==> src/design/rmfb_pkg.sv <==
`timescale 1ns / 1ps

package rmfb_pkg;

  localparam int PANEL_WIDTH  = 200;
  localparam int PANEL_HEIGHT = 200;
  localparam int PAGE_ROWS    = 200;
  localparam int STORE_BYTES  = 5000;

  // derived widths
  localparam int AW      = (STORE_BYTES > 1) ? $clog2(STORE_BYTES) : 1;
  localparam int XW      = $clog2(PANEL_WIDTH);
  localparam int YW      = $clog2(PANEL_HEIGHT);
  localparam int ROW_MAX = (PAGE_ROWS > PANEL_HEIGHT) ? PAGE_ROWS : PANEL_HEIGHT;
  localparam int ROW_W   = $clog2(ROW_MAX);
  localparam int POFF_W  = 5 + $clog2(PAGE_ROWS + 1);
  localparam int DW      = ((POFF_W > YW) ? POFF_W : YW) + 1;
  localparam int PROD_W  = ROW_W + $clog2(PANEL_WIDTH + 1);
  localparam int IDX_W   = PROD_W + 1;
  localparam int CFG_IDX_W = 1;

  localparam logic [7:0] BYTE_ONES = 8'hFF;
  localparam logic [7:0] BYTE_ZERO = 8'h00;

  localparam logic [1:0] REQ_DRAW = 2'd0;
  localparam logic [1:0] REQ_FILL = 2'd1;
  localparam logic [1:0] REQ_READ = 2'd2;

  localparam logic [CFG_IDX_W-1:0] CFG_ROTATION = 1'd0;
  localparam logic [CFG_IDX_W-1:0] CFG_PAGE     = 1'd1;

  typedef logic [1:0] resp_kind_t;
  localparam resp_kind_t RESP_NONE  = 2'd0;
  localparam resp_kind_t RESP_DRAW  = 2'd1;
  localparam resp_kind_t RESP_READ  = 2'd2;
  localparam resp_kind_t RESP_EMPTY = 2'd3;

  typedef struct packed {
    logic       load;
    logic       calc_addr;
    logic       write_pixel;
    logic       sweep;
    resp_kind_t resp;
  } dp_cmd_t;

  typedef struct packed {
    logic sweep_last;
  } dp_stat_t;

endpackage

==> src/design/rmfb_ctrl.sv <==
`timescale 1ns / 1ps

module rmfb_ctrl import rmfb_pkg::*; (
  input  logic       clk,
  input  logic       rst_n,
  input  logic       start,
  input  logic [1:0] in_req_type,
  input  dp_stat_t   stat,
  output dp_cmd_t    cmd,
  output logic       busy
);

  localparam logic [2:0] S_CLEAR  = 3'd0;
  localparam logic [2:0] S_IDLE   = 3'd1;
  localparam logic [2:0] S_ADDR   = 3'd2;
  localparam logic [2:0] S_FETCH  = 3'd3;
  localparam logic [2:0] S_MODIFY = 3'd4;
  localparam logic [2:0] S_RDWAIT = 3'd5;
  localparam logic [2:0] S_RDRESP = 3'd6;
  localparam logic [2:0] S_FILL   = 3'd7;

  logic [2:0] state_r;
  logic [2:0] state_nxt;

  always_comb begin
    state_nxt       = state_r;
    cmd.load        = 1'b0;
    cmd.calc_addr   = 1'b0;
    cmd.write_pixel = 1'b0;
    cmd.sweep       = 1'b0;
    cmd.resp        = RESP_NONE;
    unique case (state_r)
      S_CLEAR: begin
        cmd.sweep = 1'b1;
        if (stat.sweep_last) state_nxt = S_IDLE;
      end
      S_IDLE: begin
        if (start) begin
          cmd.load = 1'b1;
          unique case (in_req_type)
            REQ_DRAW: state_nxt = S_ADDR;
            REQ_FILL: state_nxt = S_FILL;
            REQ_READ: state_nxt = S_RDWAIT;
            default:  cmd.resp  = RESP_EMPTY;
          endcase
        end
      end
      S_ADDR: begin
        cmd.calc_addr = 1'b1;
        state_nxt     = S_FETCH;
      end
      S_FETCH: begin
        state_nxt = S_MODIFY;
      end
      S_MODIFY: begin
        cmd.write_pixel = 1'b1;
        cmd.resp        = RESP_DRAW;
        state_nxt       = S_IDLE;
      end
      S_RDWAIT: begin
        state_nxt = S_RDRESP;
      end
      S_RDRESP: begin
        cmd.resp  = RESP_READ;
        state_nxt = S_IDLE;
      end
      S_FILL: begin
        cmd.sweep = 1'b1;
        if (stat.sweep_last) begin
          cmd.resp  = RESP_EMPTY;
          state_nxt = S_IDLE;
        end
      end
      default: state_nxt = S_IDLE;
    endcase
  end

  always_ff @(posedge clk) begin
    if (!rst_n) begin
      state_r <= S_CLEAR;
    end else begin
      state_r <= state_nxt;
    end
  end

  assign busy = (state_r != S_IDLE);

endmodule

==> config.mk <==
export PLATFORM = sky130hd
export DESIGN_NAME = rmfb_ctrl
export DESIGN_NICKNAME = d
export VERILOG_FILES = /design/src/design/rmfb_pkg.sv /design/src/design/rmfb_ctrl.sv
export SDC_FILE = /design/constraint.sdc
export NUM_CORES = 1
export LEC_CHECK = 0
export BUFFER_PORTS_ARGS = -buffer_cell sky130_fd_sc_hd__buf_4
export CORE_AREA = 2 2 39 41
export CTS_CLUSTER_SIZE = 40
export DETAILED_ROUTE_END_ITERATION = 8
export DIE_AREA = 0 0 41 43
export GPL_TIMING_DRIVEN = 0
export PLACE_DENSITY = 0.62
export SYNTH_ARGS = -nofsm -noshare
export SYNTH_HDL_FRONTEND = slang
export SYNTH_SLANG_ARGS = --single-unit
==> constraint.sdc <==
create_clock -name clk -period 1.12 [get_ports clk]
set_input_delay 0 -clock clk [delete_from_list [all_inputs] [get_ports clk]]
set_output_delay 0 -clock clk [all_outputs]
set_load 0.02 [all_outputs]
==> results.json <==
{
  "status": "complete, but fails checks",
  "violations": "setup timing",
  "slew_headroom_pct": 82.6,
  "setup_tns_ns": -0.457,
  "worstHoldEndpoint": "state_r[0]$_SDFFE_PN0P_",
  "vias": 381,
  "synth_top_area_share_pct": 17.5,
  "preCtsSetupSlack_ns": -0.141,
  "tritoncts": "built",
  "ctsRootBufferMaster": "clkbuf_4",
  "fin_nets": 79,
  "fp.dieH_um": 43,
  "p_total_mw": 0.715,
  "synth_top_area_cell": "ha_1",
  "yosysSeqAreaShare_pct": 16.8,
  "end_kind": "primary output",
  "area_growth_pct": 67.4,
  "drt-total-wl_um": 871,
  "multi_input_area_um2": 278,
  "diodes": 0,
  "cp.required_ns": 1.12,
  "io_pins": 13,
  "power_density_nw_per_um2": 1200,
  "instances_no_fill": 83,
  "reg2reg_slack_ns": -0.10,
  "place.gp.congestion": 0.656,
  "ys_warn_count": 0,
  "seq_area_um2": 60.1,
  "cp.depth": 5,
  "path_common_cell": "buf_6",
  "skew_ns": 0.00230,
  "syn_area_um2": 357,
  "cp_top_family": "buffers and inverters",
  "ff2ff_path_depth": 5,
  "numCtsBuffers": 3,
  "grt_pass1_vias": 326,
  "drv_cap": 0,
  "setup_viol": 5,
  "drc": 0,
  "path_class": "flop to primary output",
  "fin_crit_sh_pct": 112,
  "largest-register": "state_r",
  "syn_inst": 45,
  "ys_ff_latch": 3,
  "drt_first_pass_iters": 4,
  "cts.htree.levels": 1,
  "crit_buf_inv": 3,
  "rsz0062_at_grt": "yes",
  "die_x_um": 41,
  "synthTopCellsByArea": "ha_1, dfxtp_1, nand2_1",
  "reg_top3": "state_r x3",
  "cp_cell_sequence": "buf_6 > or2_4 > buf_4 > nor2_4 > buf_6",
  "drive_gt1_share_pct": 47.8,
  "placed_area_um2": 467,
  "drt_iter0_markers": 6,
  "vias_per_cell": 4.59,
  "grt_overflow_total": 0,
  "die_area_um2": 1760,
  "core_area_um2": 1380,
  "grt_pass1_wl_um": 1370,
  "drt.antenna.violating_nets": 0,
  "p_leak_nw": 0.289,
  "yosysUniqueCellTypes": 26,
  "path_clk_slew_ns": 0.04,
  "num-fill-cells": 140,
  "grt_max_degree": 11,
  "fin_crit_ns": 1.25,
  "grt_use_total_pct": 11.3,
  "r2r_start": "state_r[1]$_SDFFE_PN0P_",
  "maxSlewViolCount": 0,
  "clkLatencyLatePin_ns": 0.24,
  "start_util_pct": 25.8,
  "fmax_mhz": 801,
  "wl_per_cell_um": 10.5,
  "r2r_end": "state_r[1]$_SDFFE_PN0P_",
  "hold_depth": 3,
  "port_buffers": 12,
  "row_count": 14,
  "syn_avg_cell_area_um2": 7.92,
  "place_inst": 73,
  "peakVddDrop_mv": 0.502,
  "final_util_pct": 43.1,
  "postSynthNetCount": 56,
  "hold_path.class": "input port to flop",
  "critPathMaxFanout": 6,
  "hold_viol": 0,
  "worst_setup_path_start_kind": "flop",
  "cp_data_arrival_time_ns": 1.25,
  "whs_ns": 0.0258,
  "ctsLongestPathBuffers": 2,
  "holdCritStartpoint": "rst_n",
  "finalInstanceArea_um2": 597,
  "critPathSlowestCell": "dfxtp_1",
  "worstMarginPinSlew_ns": 0.258,
  "slowest_delay_ns": 0.30,
  "setup_slack_ns": -0.129,
  "largest_register_ffs": 3,
  "antenna_found_initial": 0,
  "hpwl_um": 619,
  "cts_sinks": 3
}
where the power goes:
part | switching (mW) | internal (mW)
sequential | 0.00655 | 0.121
combinational | 0.189 | 0.204
clock | 0.0605 | 0.134
what timing repair did:
item / CTS / global route
hold buffers: 1 / 0
gates resized for setup: 10 / 6
hold endpoints to repair: 1 / 0
pin swaps: 5 / 1
cloned: 0 / 0
setup buffers: 4 / 1
endpoints found under the setup margin: 9 / 8
layout make-up:
class	instances	area share (%)
Tap cell	16	3.35
Multi-Input combinational cell	34	46.5
Sequential cell	3	10.1
Timing Repair Buffer	18	26.8
Buffer	3	5.66
Clock buffer	4	4.40
Inverter	5	3.14
cells by family (layout without fill, tap and decap cells):
kind of cell / count (synthesis) / count (layout) / share of synthesized area [%]
compound gates: 10 / 10 / 26.0
buf+inv: 8 / 30 / 11.9
mux: 1 / 1 / 2.81
fa+ha+maj: 5 / 5 / 17.5
simple gates: 18 / 18 / 24.9
flops: 3 / 3 / 16.8
how the worst max path moves through the flow:
stage,start,slack [ns],to
after detailed placement,state_r[2]$_SDFFE_PN0P_,-0.14,state_r[1]$_SDFFE_PN0P_
final,state_r[1]$_SDFFE_PN0P_,-0.13,cmd[3]
after global routing,state_r[1]$_SDFFE_PN0P_,-0.20,state_r[1]$_SDFFE_PN0P_
after CTS,state_r[1]$_SDFFE_PN0P_,-0.10,cmd[0]
after floorplan,state_r[1]$_SDFFE_PN0P_,-0.12,state_r[1]$_SDFFE_PN0P_
after global placement,state_r[2]$_SDFFE_PN0P_,-0.11,state_r[1]$_SDFFE_PN0P_
Yosys cell counts (all sizes together):
library cell  number
mux2i              1
a211oi             1
a311oi             1
nand2b             1
buf                3
o21ai              2
o31a               1
a21boi             1
a21o               1
nand2              9
nor2               2
nand3              2
a31oi              1
dfxtp              3
nand4              1
inv                5
and3               2
ha                 5
o2bb2ai            1
o41ai              1
or2                1
metal layers:
metal,wire [um],global-route usage [%]
met3,66,4.71
met5,0,0
met4,0,2.00
met1,425,14.3
met2,378,17.5
worst reg2reg max path: stages (launching register included):
cell,delay [ns]
dfxtp_1,0.30
buf_6,0.13
or2_4,0.25
o21ai_4,0.15
o2bb2ai_2,0.14
mux2i_1,0.19
layout by cell type, fill, tap and decap left out, drive strengths merged, types with 2 or more instances in the layout:
cell type,n
and3,2
buf,20
clkbuf,4
dfxtp,3
ha,5
inv,5
nand2,9
nand3,2
nor2,2
o21ai,2
No activity file was read; power rests on OpenSTA's default activity.
